## config.mk

```make
export PLATFORM = sky130hd
export DESIGN_NAME = ramped_pwm_motor_driver_core
export DESIGN_NICKNAME = d
export VERILOG_FILES = /design/src/rpmd_pkg.sv /design/src/ramped_pwm_motor_driver_core.sv
export SDC_FILE = /design/constraint.sdc
export NUM_CORES = 1
export LEC_CHECK = 0
export ABC_CLOCK_PERIOD_IN_PS = 9500
export BUFFER_PORTS_ARGS = -buffer_cell sky130_fd_sc_hd__buf_2
export CORE_MARGIN = 2
export CORE_UTILIZATION = 41
export DETAILED_ROUTE_END_ITERATION = 7
export GPL_TIMING_DRIVEN = 0
export PLACE_DENSITY_LB_ADDON = 0.12
export SLEW_MARGIN = 0
export SYNTH_ARGS = -nofsm -noshare
export SYNTH_HDL_FRONTEND = slang
export SYNTH_SLANG_ARGS = --single-unit
```

## constraint.sdc

```tcl
create_clock -name clock -period 9.5 [get_ports clock]
set_clock_uncertainty 0.2 [all_clocks]
set_input_delay 0.475 -clock clock [delete_from_list [all_inputs] [get_ports clock]]
set_output_delay 0.475 -clock clock [all_outputs]
set_load 0.05 [all_outputs]
```

## src/rpmd_pkg.sv

```systemverilog
// ----------------------------------------------------------------------------
// Ramped PWM motor driver package
// Shared types and constants for the ramped PWM motor driver core.
// ----------------------------------------------------------------------------
`default_nettype none

package rpmd_pkg;

   // PWM timing and ramp constants.
   localparam int unsigned PWM_PERIOD        = 120;
   localparam int unsigned TICKS_PER_MS      = 1000;
   localparam int unsigned LEVEL_CAP         = 120;
   localparam int unsigned RATE_BASE         = 11;
   localparam int unsigned RAMP_DOWN_RATE    = 10;
   localparam int unsigned REVERSAL_LIMIT_MS = 2000;
   localparam int unsigned STOP_LIMIT_RESET  = 2000;
   localparam int unsigned US_PER_RATE_UNIT  = 2 * TICKS_PER_MS;

   // Field widths.
   localparam int unsigned LEVEL_W    = 7;
   localparam int unsigned PWM_POS_W  = 7;
   localparam int unsigned STEP_US_W  = 15;
   localparam int unsigned PRESCALE_W = 10;
   localparam int unsigned RUN_MS_W   = 20;
   localparam int unsigned STOP_MS_W  = 16;
   localparam int unsigned RATE_W     = 4;

   localparam int unsigned REQ_DATA_W = 40;
   localparam int unsigned RSP_DATA_W = 16;

   typedef enum logic [1:0] {
      OP_TICK  = 2'd0,
      OP_TURN  = 2'd1,
      OP_STOP  = 2'd2,
      OP_UNUSED = 2'd3
   } op_type;

   typedef enum logic [1:0] {
      PH_IDLE    = 2'd0,
      PH_REVERSE = 2'd1,
      PH_TURN    = 2'd2,
      PH_STOP    = 2'd3
   } phase_type;

   typedef enum logic {
      DIR_CW  = 1'b0,
      DIR_CCW = 1'b1
   } dir_type;

   typedef struct packed {
      logic                 busy_res;
      logic                 in_motion;
      logic [LEVEL_W-1:0]   power_level;
      logic                 ccw_drive;
      logic                 cw_drive;
   } rsp_type;

endpackage

`default_nettype wire

```

## src/ramped_pwm_motor_driver_core.sv

```systemverilog
// ----------------------------------------------------------------------------
// Ramped PWM motor driver core
// Two-pin PWM motor drive with soft start, reversal ramp-down and timed stop.
//
//   Channel | Direction | Content
//   req_*   | in        | one microsecond tick, turn command or stop command
//   rsp_*   | out       | pin levels, power level and status, one per item
//   csr_*   | in        | stop ramp time limit in milliseconds
//
// For every item, the state update and the result are computed from the
// state registers and the incoming item, and the result is stored
// in the output register. A new item is taken in every cycle unless the
// output register holds a result that is not being taken. Reset is
// synchronous and returns the drive to idle with both pins low.
// ----------------------------------------------------------------------------
`default_nettype none

module ramped_pwm_motor_driver_core
   import rpmd_pkg::*;
(
   input  wire logic                  clock,
   input  wire logic                  reset,
   // Configuration.
   input  wire logic                  csr_wr_en,
   input  wire logic [STOP_MS_W-1:0]  csr_wr_data,
   // Request channel.
   input  wire logic                  req_tvalid,
   output logic                       req_tready,
   // tuser: operation[1:0]
   input  wire logic [1:0]            req_tuser,
   // tdata: cmd_direction[0], desired_speed[7:1], duration_ms[27:8],
   //        ramp_rate[31:28], quick_change[32], zero fill [39:33]
   input  wire logic [REQ_DATA_W-1:0] req_tdata,
   // Response channel.
   output logic                       rsp_tvalid,
   input  wire logic                  rsp_tready,
   // tdata: cw_drive[0], ccw_drive[1], power_level[8:2], in_motion[9],
   //        busy_res[10], zero fill [15:11]
   output logic [RSP_DATA_W-1:0]      rsp_tdata
);

   // State registers.
   logic [STOP_MS_W-1:0]  stop_limit_ff;
   logic [LEVEL_W-1:0]    power_ff,       power_in;
   logic                  last_dir_ff,    last_dir_in;
   logic [LEVEL_W-1:0]    target_ff,      target_in;
   logic                  cmd_dir_ff,     cmd_dir_in;
   phase_type             phase_ff,       phase_in;
   logic [PWM_POS_W-1:0]  pwm_pos_ff,     pwm_pos_in;
   logic [STEP_US_W-1:0]  step_us_ff,     step_us_in;
   logic [PRESCALE_W-1:0] prescale_ff,    prescale_in;
   logic [RUN_MS_W-1:0]   run_ms_ff,      run_ms_in;
   logic [STOP_MS_W-1:0]  stop_ms_ff,     stop_ms_in;
   logic [RATE_W-1:0]     rate_ff,        rate_in;
   logic                  motion_ff,      motion_in;
   logic                  rsp_valid_ff,   rsp_valid_in;
   rsp_type               rsp_ff,         rsp_in;

   // Request fields.
   op_type                req_op;
   logic                  req_dir;
   logic [LEVEL_W-1:0]    req_speed;
   logic [RUN_MS_W-1:0]   req_duration;
   logic [RATE_W-1:0]     req_rate;
   logic                  req_quick;
   logic                  req_accept;

   assign req_op       = op_type'(req_tuser);
   assign req_dir      = req_tdata[0];
   assign req_speed    = req_tdata[7:1];
   assign req_duration = req_tdata[27:8];
   assign req_rate     = req_tdata[31:28];
   assign req_quick    = req_tdata[32];

   assign req_tready = !rsp_valid_ff || rsp_tready;
   assign req_accept = req_tvalid && req_tready;

   function automatic rsp_type drive_out(input phase_type ph, input logic [LEVEL_W-1:0] lvl,
                                         input logic [PWM_POS_W-1:0] pos, input logic cdir,
                                         input logic ldir, input logic mot);
      rsp_type             r;
      logic                dir;
      logic [LEVEL_W-1:0]  on_time;
      logic                pin;
      dir     = (ph == PH_TURN) ? cdir : ldir;
      on_time = (lvl > LEVEL_W'(PWM_PERIOD)) ? LEVEL_W'(PWM_PERIOD) : lvl;
      pin     = (ph != PH_IDLE) && (pos < on_time);
      r.cw_drive    = (dir == DIR_CW)  ? pin : 1'b0;
      r.ccw_drive   = (dir == DIR_CCW) ? pin : 1'b0;
      r.power_level = lvl;
      r.in_motion   = mot;
      r.busy_res    = (ph != PH_IDLE);
      return r;
   endfunction

   always_comb begin
      logic                 run_step;
      logic [RATE_W-1:0]    step_rate;
      logic [STEP_US_W-1:0] step_len;
      logic                 start_step;

      power_in    = power_ff;
      last_dir_in = last_dir_ff;
      target_in   = target_ff;
      cmd_dir_in  = cmd_dir_ff;
      phase_in    = phase_ff;
      pwm_pos_in  = pwm_pos_ff;
      step_us_in  = step_us_ff;
      prescale_in = prescale_ff;
      run_ms_in   = run_ms_ff;
      stop_ms_in  = stop_ms_ff;
      rate_in     = rate_ff;
      motion_in   = motion_ff;
      run_step    = 1'b0;
      start_step  = 1'b0;
      step_rate   = (phase_ff == PH_TURN) ? rate_ff : RATE_W'(RAMP_DOWN_RATE);
      step_len    = STEP_US_W'((STEP_US_W'(RATE_BASE) - STEP_US_W'(step_rate))
                               * STEP_US_W'(US_PER_RATE_UNIT));

      // First stage: timers on a tick, setup on a command.
      case (req_op)
         OP_TICK: begin
            if (phase_ff != PH_IDLE) begin
               pwm_pos_in = pwm_pos_ff + 1'b1;
               if (step_us_ff != '1) begin
                  step_us_in = step_us_ff + 1'b1;
               end
               prescale_in = prescale_ff + 1'b1;
               if (prescale_in >= PRESCALE_W'(TICKS_PER_MS)) begin
                  prescale_in = '0;
                  if (run_ms_ff != '0) begin
                     run_ms_in = run_ms_ff - 1'b1;
                  end
                  if (stop_ms_ff != '1) begin
                     stop_ms_in = stop_ms_ff + 1'b1;
                  end
               end
               if (pwm_pos_in >= PWM_POS_W'(PWM_PERIOD)) begin
                  pwm_pos_in = '0;
                  run_step   = (step_us_in >= step_len);
               end
            end
         end
         OP_TURN: begin
            if (phase_ff == PH_IDLE) begin
               cmd_dir_in  = req_dir;
               target_in   = (req_speed > LEVEL_W'(LEVEL_CAP)) ? LEVEL_W'(LEVEL_CAP)
                                                               : req_speed;
               rate_in     = (req_rate > RATE_W'(RAMP_DOWN_RATE)) ? RATE_W'(RAMP_DOWN_RATE)
                                                                  : req_rate;
               run_ms_in   = req_duration;
               prescale_in = '0;
               stop_ms_in  = '0;
               pwm_pos_in  = '0;
               step_us_in  = '0;
               if (!req_quick && (req_dir != last_dir_ff) && (power_ff != '0)) begin
                  phase_in = PH_REVERSE;
               end else begin
                  phase_in = PH_TURN;
               end
               run_step = 1'b1;
            end
         end
         OP_STOP: begin
            if ((phase_ff == PH_IDLE) && (power_ff != '0)) begin
               prescale_in = '0;
               stop_ms_in  = '0;
               pwm_pos_in  = '0;
               step_us_in  = '0;
               phase_in    = PH_STOP;
               run_step    = 1'b1;
            end
         end
         default: begin
         end
      endcase

      // Second stage: the ramp decision at a command or at a step boundary.
      // A finished reversal ramp-down falls through to the turn ramp.
      if (run_step) begin
         if (phase_in == PH_REVERSE) begin
            if ((stop_ms_in < STOP_MS_W'(REVERSAL_LIMIT_MS)) && (power_in != '0)) begin
               power_in   = power_in - 1'b1;
               start_step = 1'b1;
            end else begin
               motion_in = 1'b0;
               phase_in  = PH_TURN;
            end
         end
         if (!start_step) begin
            if (phase_in == PH_TURN) begin
               if (run_ms_in != '0) begin
                  if (power_in > target_in) begin
                     power_in = power_in - 1'b1;
                  end else if (power_in < target_in) begin
                     power_in = power_in + 1'b1;
                  end
                  start_step = 1'b1;
               end else begin
                  last_dir_in = cmd_dir_in;
                  phase_in    = PH_IDLE;
               end
            end else if (phase_in == PH_STOP) begin
               if ((stop_ms_in < stop_limit_ff) && (power_in != '0)) begin
                  power_in   = power_in - 1'b1;
                  start_step = 1'b1;
               end else begin
                  motion_in = 1'b0;
                  phase_in  = PH_IDLE;
               end
            end
         end
         if (start_step) begin
            motion_in  = 1'b1;
            step_us_in = '0;
            pwm_pos_in = '0;
         end
      end

      // A tick shows the pins it drives now; a command shows those of the next tick.
      if (req_op == OP_TICK) begin
         rsp_in = drive_out(phase_ff, power_ff, pwm_pos_ff, cmd_dir_ff, last_dir_ff,
                            motion_ff);
      end else begin
         rsp_in = drive_out(phase_in, power_in, pwm_pos_in, cmd_dir_in, last_dir_in,
                            motion_in);
      end
   end

   always_comb begin
      if (req_accept) begin
         rsp_valid_in = 1'b1;
      end else if (rsp_tready) begin
         rsp_valid_in = 1'b0;
      end else begin
         rsp_valid_in = rsp_valid_ff;
      end
   end

   always_ff @(posedge clock) begin
      if (reset) begin
         stop_limit_ff <= STOP_MS_W'(STOP_LIMIT_RESET);
         power_ff      <= '0;
         last_dir_ff   <= DIR_CW;
         target_ff     <= '0;
         cmd_dir_ff    <= DIR_CW;
         phase_ff      <= PH_IDLE;
         pwm_pos_ff    <= '0;
         step_us_ff    <= '0;
         prescale_ff   <= '0;
         run_ms_ff     <= '0;
         stop_ms_ff    <= '0;
         rate_ff       <= RATE_W'(RAMP_DOWN_RATE);
         motion_ff     <= 1'b0;
         rsp_valid_ff  <= 1'b0;
      end else begin
         if (csr_wr_en) begin
            stop_limit_ff <= csr_wr_data;
         end
         if (req_accept) begin
            power_ff    <= power_in;
            last_dir_ff <= last_dir_in;
            target_ff   <= target_in;
            cmd_dir_ff  <= cmd_dir_in;
            phase_ff    <= phase_in;
            pwm_pos_ff  <= pwm_pos_in;
            step_us_ff  <= step_us_in;
            prescale_ff <= prescale_in;
            run_ms_ff   <= run_ms_in;
            stop_ms_ff  <= stop_ms_in;
            rate_ff     <= rate_in;
            motion_ff   <= motion_in;
         end
         rsp_valid_ff <= rsp_valid_in;
      end
   end

   always_ff @(posedge clock) begin
      if (req_accept) begin
         rsp_ff <= rsp_in;
      end
   end

   assign rsp_tvalid = rsp_valid_ff;
   assign rsp_tdata  = {(RSP_DATA_W - $bits(rsp_type))'(0), rsp_ff};

endmodule

`default_nettype wire

```

==> results of run 1 <==
## cell usage after synthesis, drive strengths merged, types with 6 or more instances
cell type  number
nor2          152
a31oi          22
nand2         176
edfxtp         11
a21boi          7
dfxtp         108
a211oi         24
or3            11
a311oi          8
xor2           10
o211ai         15
fa             11
nor4           20
and2           11
xnor2          28
o21ai          82
or2             6
a21o           13
nand4          23
o21a            8
mux2i          23
ha             79
and4            9
nand2b         18
nand3b          8
nor2b          10
o41ai           6
o31ai           6
nor3           52
o32ai           6
clkbuf         58
a21oi         134
or4            10
a22oi          14
nand3          41
o21bai          8
inv            82
buf            30
and3           15
## per-layer routing
metal  GRT usage, %  vias up  wire, µm
li1               -     5359         -
met1           37.6     5229     16500
met2           42.8      508     16200
met3           5.25       91      3010
met4           9.85        0      1230
met5              0        -         0
## stage by stage
stage | std cells | hold slack (ps)
3_3_place_gp | 1831 | 241
2_1_floorplan | 1435 | 232
5_1_grt | 1863 | 61.5
6_report | 1863 | 50.4
4_1_cts | 1863 | 44.9
3_5_place_dp | 1831 | 248
## registers in the layout, summed over array words and instances, names as in the netlist, 4 cells and up
name and cells:
power_ff 7, stop_ms_ff 16, pwm_pos_ff 7, rate_ff 4, run_ms_ff 20, stop_limit_ff 16, step_us_ff 15, rsp_tdata 11
prescale_ff 10, target_ff 7
## power groups by stage
| stage | registers, W | logic, W | clock network [W] |
|---|---|---|---|
| 2_1_floorplan | 0.000580 | 0.000338 | 0 |
| 3_3_place_gp | 0.000565 | 0.000506 | 0 |
| 3_5_place_dp | 0.000565 | 0.000508 | 0 |
| 4_1_cts | 0.000554 | 0.000511 | 0.000646 |
| 5_1_grt | 0.000557 | 0.000569 | 0.000666 |
| 6_report | 0.000555 | 0.000524 | 0.000638 |
## final timing paths
kind,from,end,cells past startpoint
max,power_ff[0],rsp_tdata[0],31
min,csr_wr_data[4],stop_limit_ff[4],3
max reg2reg,power_ff[0],rsp_tdata[0],31
min reg2reg,rate_ff[2],rate_ff[2],2
## cells by family (layout without fill, tap and decap cells)
| kind of cell | count (synthesis) | in the layout | synth area share (%) |
|---|---|---|---|
| xor gates and xnor gates | 38 | 38 | 3.16 |
| AOI/OAI and AO/OA | 406 | 406 | 25.4 |
| DFF | 119 | 119 | 23.7 |
| other | 1 | 5 | 0.0356 |
| and+or+nand+nor | 577 | 577 | 26.9 |
| buffers and inverters | 173 | 271 | 6.76 |
| muxes | 27 | 27 | 2.61 |
| adders and majority gates | 90 | 90 | 11.5 |
## final cells by class
cell class              count  area (µm²)
plain buffers              88         395
repair buffers             66         330
well taps                 330         413
clock inverters            14         111
inverters                  85         319
clock buffers              18         450
multi-input cells        1143        7390
fillers                  2586       13300
flip-flops and latches    119        2490
## worst min-delay path, delay by kind of cell
family,cells,cell delay (ps)
compound gates,1,60
buf+inv,1,70
simple gates,1,40
## repair_timing
| item | in CTS | in global routing |
|---|---|---|
| setup endpoints to repair | 2 | 2 |
| resized for setup | 2 | 11 |
| setup buffers | 0 | 0 |
==> flow_metrics.env, run 1 <==
export IMPL_outcome="complete, no violations"
export IMPL_start_kind="register"
export IMPL_power_switching_w=0.000663
export IMPL_relSlewSlack_pct=6.51
export IMPL_cellPowerDensity_nw_per_um2=144
export IMPL_die_area_um2=27000
export IMPL_first_iter_violations=1310
export IMPL_rsz0062_at_grt="false"
export IMPL_p_leak_nw=4.81
export IMPL_yosys_most_used_dff="dfxtp_1"
export IMPL_cts_buffer_depth=2
export IMPL_finalMaxSlewViolations=0
export IMPL_grt_max_degree=21
export IMPL_vias_per_cell=6.00
export IMPL_path_buf_inv=5
export IMPL_clkTransAtPathRegs_ps=70
export IMPL_syn_instance_count=1431
export IMPL_cts_tree="yes"
export IMPL_portBuffers=66
export IMPL_core_area_um2=25200
export IMPL_final_util_pct=47.3
export IMPL_synth_edf_count=11
export IMPL_final_common_cell="nand2_1"
export IMPL_ys_types=98
export IMPL_final_net_count=1673
export IMPL_fin_crit_ps=9180
export IMPL_cts_root_buffer="clkbuf_16"
export IMPL_ys_async_sr_fraction_pct=0
export IMPL_cap_violations=0
export IMPL_antenna_found_initial=0
export IMPL_avgSynthCellArea_um2=7.36
export IMPL_stdcell_area_um2=11900
export IMPL_yosysTopAreaCellShare_pct=20.5
export IMPL_tightest_slew_ps=1400
export IMPL_synth_seq_cells=119
export IMPL_grt_pass1_vias=10200
export IMPL_dp_hpwl_um=27600
export IMPL_crit_type="register to register"
export IMPL_drt_pass1_iter_count=6
export IMPL_critical_path_required_ps=9570
export IMPL_power_frac_comb_pct=30.6
export IMPL_ys_warn_count=0
export IMPL_num_io_pins=81
export IMPL_path_max_fanout=9
export IMPL_internal_power_w=0.00105
export IMPL_crit_path_top_delay_cell="o32ai_1"
export IMPL_min_delay_path_class="input port to register"
export IMPL_synth_area_leaders="dfxtp_1 21%, ha_1 9.4%, nand2_1 6.3%"
export IMPL_htree_levels=4
export IMPL_vias=11200
export IMPL_die_h_um=164
export IMPL_finalCritPeriodShare_pct=96.6
export IMPL_dpl_cell_area_um2=11300
export IMPL_vdd_drop_max_mv=0.123
export IMPL_insertedDiodeCount=0
export IMPL_grt_first_pass_wirelength_um=57300
export IMPL_yosysTopAreaCell="dfxtp_1"
export IMPL_cts_sinks=119
export IMPL_drive_gt1_share_pct=10.6
export IMPL_wirelength_um=36900
export IMPL_post_place_ws_ps=-420
export IMPL_cpPeakStageDelay_ps=710
export IMPL_rows=58
export IMPL_start_util_pct=41.8
export IMPL_r2r_slack_ps=320
export IMPL_cts_made_buffers=17
export IMPL_final_cell_mix="176 x nand2_1, 149 x nor2_1, 130 x a21oi_1, 108 x dfxtp_1, 82 x inv_1"
export IMPL_wire_per_inst_um=19.8
export IMPL_ant_nets=0
export IMPL_fin_tns_setup_ps=0
export IMPL_worst_slack_ps=323
export IMPL_gp_routability_congestion=0.980
export IMPL_cp_arrival_ps=9250
export IMPL_clock_latency_ps=440
export IMPL_grt_util_all_layers_pct=27.4
export IMPL_yosysSeqAreaShare_pct=23.7
export IMPL_fmax_ghz=0.109
export IMPL_ctsHoldBuffers=0
export IMPL_cp_end_kind="register"
export IMPL_area_delta_synth_final_pct=13.0
export IMPL_p_sw_share_pct=38.6
export IMPL_synth_area_um2=10500
export IMPL_crit_family="compound AO/OA/AOI/OAI gates"
export IMPL_pwr_share_clk_pct=37.1
export IMPL_finalPower_w=0.00172
export IMPL_drc_errors=0
export IMPL_die_w_um=164
export IMPL_seq_power_share_pct=32.3
export IMPL_grt_overflow_total=0
export IMPL_setup_violations=0
export IMPL_hold_viol_final=0
No activity file was read; power rests on OpenSTA's default activity.
==> inputs of run 2 (changes only) <==
CORE_MARGIN = default   (was 2)
==> flow_metrics.env, run 2 (synthesis results as in run 1) <==
export IMPL_reg2regPathDepth=33
export IMPL_reg2reg_to="rsp_tdata[0]"
export IMPL_whs_ps=47.4
export IMPL_setup_violations=0
export IMPL_vias=11100
export IMPL_critical_path_required_ps=9550
export IMPL_die_w_um=162
export IMPL_portBuffers=66
export IMPL_cts_made_buffers=17
export IMPL_vdd_drop_max_mv=0.0866
export IMPL_drc_errors=0
export IMPL_num_io_pins=81
export IMPL_outcome="complete, no violations"
export IMPL_reg_top3="run_ms_ff x20, stop_limit_ff x16, stop_ms_ff x16"
export IMPL_p_leak_nw=4.85
export IMPL_fin_tns_setup_ps=0
export IMPL_die_h_um=162
export IMPL_start_kind="register"
export IMPL_cp_end_kind="register"
export IMPL_dp_hpwl_um=27500
export IMPL_wire_per_inst_um=19.8
export IMPL_cp_num_cells=33
export IMPL_gp_routability_congestion=0.962
export IMPL_path_max_fanout=10
export IMPL_fill_cells=2545
export IMPL_finalPower_w=0.00175
export IMPL_fmax_ghz=0.111
export IMPL_dp_cells=1831
export IMPL_die_area_um2=26300
export IMPL_clock_latency_ps=440
export IMPL_regArea_um2=2490
export IMPL_insertedDiodeCount=0
export IMPL_rsz0062_at_grt="false"
export IMPL_final_cell_mix="176 x nand2_1, 149 x nor2_1, 130 x a21oi_1, 108 x dfxtp_1, 82 x inv_1"
export IMPL_crit_family="compound AO/OA/AOI/OAI gates"
export IMPL_crit_type="register to register"
export IMPL_post_place_ws_ps=-286
export IMPL_start_util_pct=41.8
export IMPL_r2r_start="power_ff[0]"
export IMPL_grt_max_degree=21
export IMPL_largest_reg_flops=20
export IMPL_tightest_slew_ps=1100
export IMPL_cap_violations=0
export IMPL_grt_first_pass_wirelength_um=58000
export IMPL_area_delta_synth_final_pct=13.6
export IMPL_core_area_um2=25200
export IMPL_finalCritPeriodShare_pct=94.9
export IMPL_vias_per_cell=5.98
export IMPL_cpPeakStageDelay_ps=590
export IMPL_startpoint="power_ff[0]"
export IMPL_hold_viol_final=0
export IMPL_first_iter_violations=1072
export IMPL_min_delay_path_class="input port to register"
export IMPL_crit_end="rsp_tdata[0]"
export IMPL_multi_input_area_um2=7410
export IMPL_crit_path_top_delay_cell="nor3b_2"
export IMPL_path_buf_inv=7
export IMPL_antenna_found_initial=0
export IMPL_clkTransAtPathRegs_ps=70
export IMPL_r2r_slack_ps=480
export IMPL_cts_buffer_depth=2
export IMPL_fin_crit_ps=9020
export IMPL_stdcell_count=1864
export IMPL_cellPowerDensity_nw_per_um2=146
export IMPL_drt_pass1_iter_count=5
export IMPL_wirelength_um=37000
export IMPL_cts_sinks=119
export IMPL_final_net_count=1674
export IMPL_ant_nets=0
export IMPL_grt_util_all_layers_pct=28.4
export IMPL_hold_start="csr_wr_data[6]"
export IMPL_grt_pass1_vias=10300
export IMPL_grt_overflow_total=0
export IMPL_rows=58
export IMPL_drive_gt1_share_pct=10.9
export IMPL_cp_arrival_ps=9070
export IMPL_finalMaxSlewViolations=0
export IMPL_final_common_cell="nand2_1"
export IMPL_worst_slack_ps=484
export IMPL_regMostFlops="run_ms_ff"
export IMPL_relSlewSlack_pct=25.9
export IMPL_cts_root_buffer="clkbuf_16"
export IMPL_cts_tree="yes"
export IMPL_htree_levels=4
==> run 2: report_power, final <==
group | switching [W] | total, W | leakage [nW] | internal (W)
Clock | 0.000274 | 0.000659 | 0.292 | 0.000384
Combinational | 0.000363 | 0.000533 | 3.57 | 0.000169
Sequential | 0.0000212 | 0.000554 | 0.991 | 0.000533
==> run 2: worst min path at each step <==
| stage | to | cells past startpoint |
|---|---|---|
| floorplan | rate_ff[0] | 2 |
| global placement | rate_ff[2] | 2 |
| detailed placement | rate_ff[2] | 2 |
| CTS | stop_limit_ff[6] | 3 |
| global route | stop_limit_ff[8] | 3 |
| finish | stop_limit_ff[6] | 3 |
==> run 2: layout make-up <==
cell class / instances / area share (%)
Tap cell: 330 / 3.45
Buffer: 88 / 3.30
Clock inverter: 12 / 0.972
Inverter: 85 / 2.67
Timing Repair Buffer: 67 / 2.99
Multi-Input combinational cell: 1143 / 61.9
Sequential cell: 119 / 20.8
Clock buffer: 20 / 3.90
==> run 2: metal layers <==
metal / GRT usage (%) / vias to the layer above / wire (µm)
met1: 38.8 / 5276 / 16700
met5: 0 / - / 0
met3: 4.29 / 84 / 2450
li1: - / 5360 / -
met2: 44.0 / 419 / 16600
met4: 12.1 / 0 / 1290
==> run 2: worst min-delay path, delay by kind of cell <==
kind / cells / cell delay [ps]
AOI/OAI and AO/OA: 1 / 70
and+or+nand+nor: 1 / 40
buffers and inverters: 1 / 70
==> run 2: metrics by stage <==
stage,util [%],cell area (µm²)
after floorplan,-,10500
after global placement,44.8,11300
after detailed placement,44.8,11300
after CTS,47.2,11900
after global routing,47.5,12000
final,47.5,12000
==> run 2: what timing repair did <==
item	CTS	global route
endpoints found under the setup margin	2	2
hold buffers	0	0
buffers inserted	0	0
gates resized for setup	2	15
==> inputs of run 3 (changes only) <==
ABC_AREA = 1   (was default)
CORE_UTILIZATION = 35   (was 41)
==> flow_metrics.env, run 3 <==
export IMPL_outcome="complete, no violations"
export IMPL_largest_reg_flops=20
export IMPL_fin_tns_setup_ps=0
export IMPL_final_cell_mix="337 x nand2_1, 244 x inv_1, 148 x a21oi_1, 145 x o21ai_0, 135 x nor2_1"
export IMPL_yosys_top_cells_count="337 x nand2_1, 244 x inv_1, 148 x a21oi_1"
export IMPL_num_io_pins=81
export IMPL_finalPower_w=0.00186
export IMPL_cap_violations=0
export IMPL_postCtsSetupRepairBufs=0
export IMPL_grt_util_met3_pct=4.87
export IMPL_grt_busiest_layer="met2"
export IMPL_met1_usage_pct=31.9
export IMPL_yosysTopAreaCellShare_pct=20.3
export IMPL_syn_instance_count=1645
export IMPL_power_frac_comb_pct=34.0
export IMPL_crit_type="register to register"
export IMPL_final_net_count=1888
export IMPL_ys_types=53
export IMPL_yosysSeqAreaShare_pct=23.4
export IMPL_finalMaxSlewViolations=0
export IMPL_fmax_ghz=0.114
export IMPL_grt_overflow_total=0
export IMPL_synth_area_leaders="dfxtp_1 20%, nand2_1 12%, ha_1 9.3%"
export IMPL_clkTransAtPathRegs_ps=60
export IMPL_dp_hpwl_um=27000
export IMPL_critical_path_required_ps=9600
export IMPL_p_sw_share_pct=40.6
export IMPL_hold_viol_final=0
export IMPL_yosys_cell_count_top_type="nand2_1"
export IMPL_relSlewSlack_pct=19.4
export IMPL_vias_per_cell=5.19
export IMPL_use_met2_pct=34.8
export IMPL_ctsHoldBuffers=0
export IMPL_start_kind="register"
export IMPL_path_buf_inv=10
export IMPL_internal_power_w=0.00110
export IMPL_antenna_found_initial=0
export IMPL_setup_violations=0
export IMPL_rsz0062_at_grt="false"
export IMPL_clock_latency_ps=440
export IMPL_die_h_um=176
export IMPL_regMostFlops="run_ms_ff"
export IMPL_crit_family="adder cells"
export IMPL_grt_max_degree=21
export IMPL_htree_levels=4
export IMPL_fin_crit_ps=8760
export IMPL_yosys_most_used_dff="dfxtp_1"
export IMPL_cts_buffer_depth=2
export IMPL_ys_async_sr_fraction_pct=0
export IMPL_min_delay_path_class="input port to register"
export IMPL_synth_seq_cells=119
export IMPL_ys_warn_count=0
export IMPL_die_area_um2=31100
export IMPL_crit_path_top_delay_cell="fa_1"
export IMPL_finalCritPeriodShare_pct=92.2
export IMPL_post_place_ws_ps=144
export IMPL_wirelength_um=35100
export IMPL_start_util_pct=35.7
export IMPL_cellPowerDensity_nw_per_um2=154
export IMPL_pwr_share_clk_pct=34.8
export IMPL_ant_nets=0
export IMPL_first_iter_violations=935
export IMPL_grt_util_all_layers_pct=23.0
export IMPL_die_w_um=176
export IMPL_avgSynthCellArea_um2=6.47
export IMPL_area_delta_synth_final_pct=13.3
export IMPL_insertedDiodeCount=0
export IMPL_vias=11100
export IMPL_cts_made_buffers=17
export IMPL_cp_end_kind="register"
export IMPL_path_max_fanout=10
export IMPL_core_area_um2=29800
export IMPL_synth_edf_count=11
export IMPL_whs_ps=62.2
export IMPL_cp_arrival_ps=8860
export IMPL_cts_tree="yes"
export IMPL_p_leak_nw=5.64
export IMPL_cpPeakStageDelay_ps=550
export IMPL_portBuffers=67
export IMPL_power_switching_w=0.000755
export IMPL_synth_area_um2=10600
export IMPL_reg_top3="run_ms_ff x20, stop_limit_ff x16, stop_ms_ff x16"
export IMPL_worst_slack_ps=743
export IMPL_stdcell_count=2138
export IMPL_gp_routability_congestion=0.905
export IMPL_drive_gt1_share_pct=10.7
export IMPL_tightest_slew_ps=1210
export IMPL_rows=63
export IMPL_grt_pass1_vias=10200
export IMPL_drc_errors=0
export IMPL_drt_pass1_iter_count=5
export IMPL_grt_first_pass_wirelength_um=55600
export IMPL_fill_cells=3267
export IMPL_yosysTopAreaCell="dfxtp_1"
export IMPL_seq_power_share_pct=31.2
export IMPL_cts_root_buffer="clkbuf_16"
export IMPL_vdd_drop_max_mv=0.141
export IMPL_crit_top_cell="inv_1"
export IMPL_wire_per_inst_um=16.4
export IMPL_cts_sinks=119
export IMPL_final_common_cell="nand2_1"
export IMPL_dp_cells=2106
run 3: metal layers:
metal | up-vias | part of all wire [%]
met2 | 303 | 44
li1 | 5628 | -
met5 | - | 0
met3 | 48 | 5.7
met1 | 5122 | 48
met4 | 0 | 2.7
run 3: final cells by class:
type,instances,area (µm²),share of cell area (%)
Multi-Input combinational cell,1221,7000,58.0
Sequential cell,119,2490,20.7
Inverter,252,946,7.84
Tap cell,390,488,4.04
Clock buffer,17,425,3.52
Timing Repair Buffer,67,335,2.78
Buffer,57,239,1.98
Clock inverter,15,144,1.19
run 3: final timing paths:
path,startpoint,to,slack [ps],cells after the start
worst min register to register,stop_limit_ff[11],stop_limit_ff[11],260,2
worst max-delay path,phase_ff[1],rsp_tdata[1],740,41
worst min-delay path,csr_wr_data[9],stop_limit_ff[9],60,3
worst max register to register,phase_ff[1],rsp_tdata[1],740,41
run 3: cells by family (layout without fill, tap and decap cells):
logic type | Yosys count | in the layout | synth area share (%)
adder cells (fa/ha/maj) | 90 | 90 | 11.4
multiplexers | 6 | 6 | 0.564
other | 1 | 5 | 0.0352
XOR/XNOR | 34 | 34 | 2.80
buffers and inverters | 309 | 408 | 11.1
flip-flops | 119 | 119 | 23.4
AO/OA/AOI/OAI | 396 | 396 | 20.7
AND/OR/NAND/NOR | 690 | 690 | 30.0
run 3: power by group through the flow:
stage               sequential (W)  combinational (W)  clock, W
floorplan                 0.000605           0.000433         0
global route              0.000585           0.000707  0.000684
finish                    0.000580           0.000632  0.000647
detailed placement        0.000590           0.000624         0
CTS                       0.000579           0.000627  0.000662
global placement          0.000590           0.000619         0
run 3: per-stage QoR:
stage	cell area, µm²	util (%)
floorplan	10700	-
global placement	11500	38.6
detailed placement	11500	38.6
CTS	12100	40.5
global route	12100	40.5
finish	12100	40.5
run 3: timing repair:
item | in CTS | in global routing
endpoints found under the setup margin | 0 | 2
hold endpoints to repair | 0 | 0
gates resized for setup | 0 | 6
run 3: worst min-delay path, delay by kind of cell:
kind                   cells  cell delay, ps
buffers and inverters      1              80
AO/OA/AOI/OAI              2             110
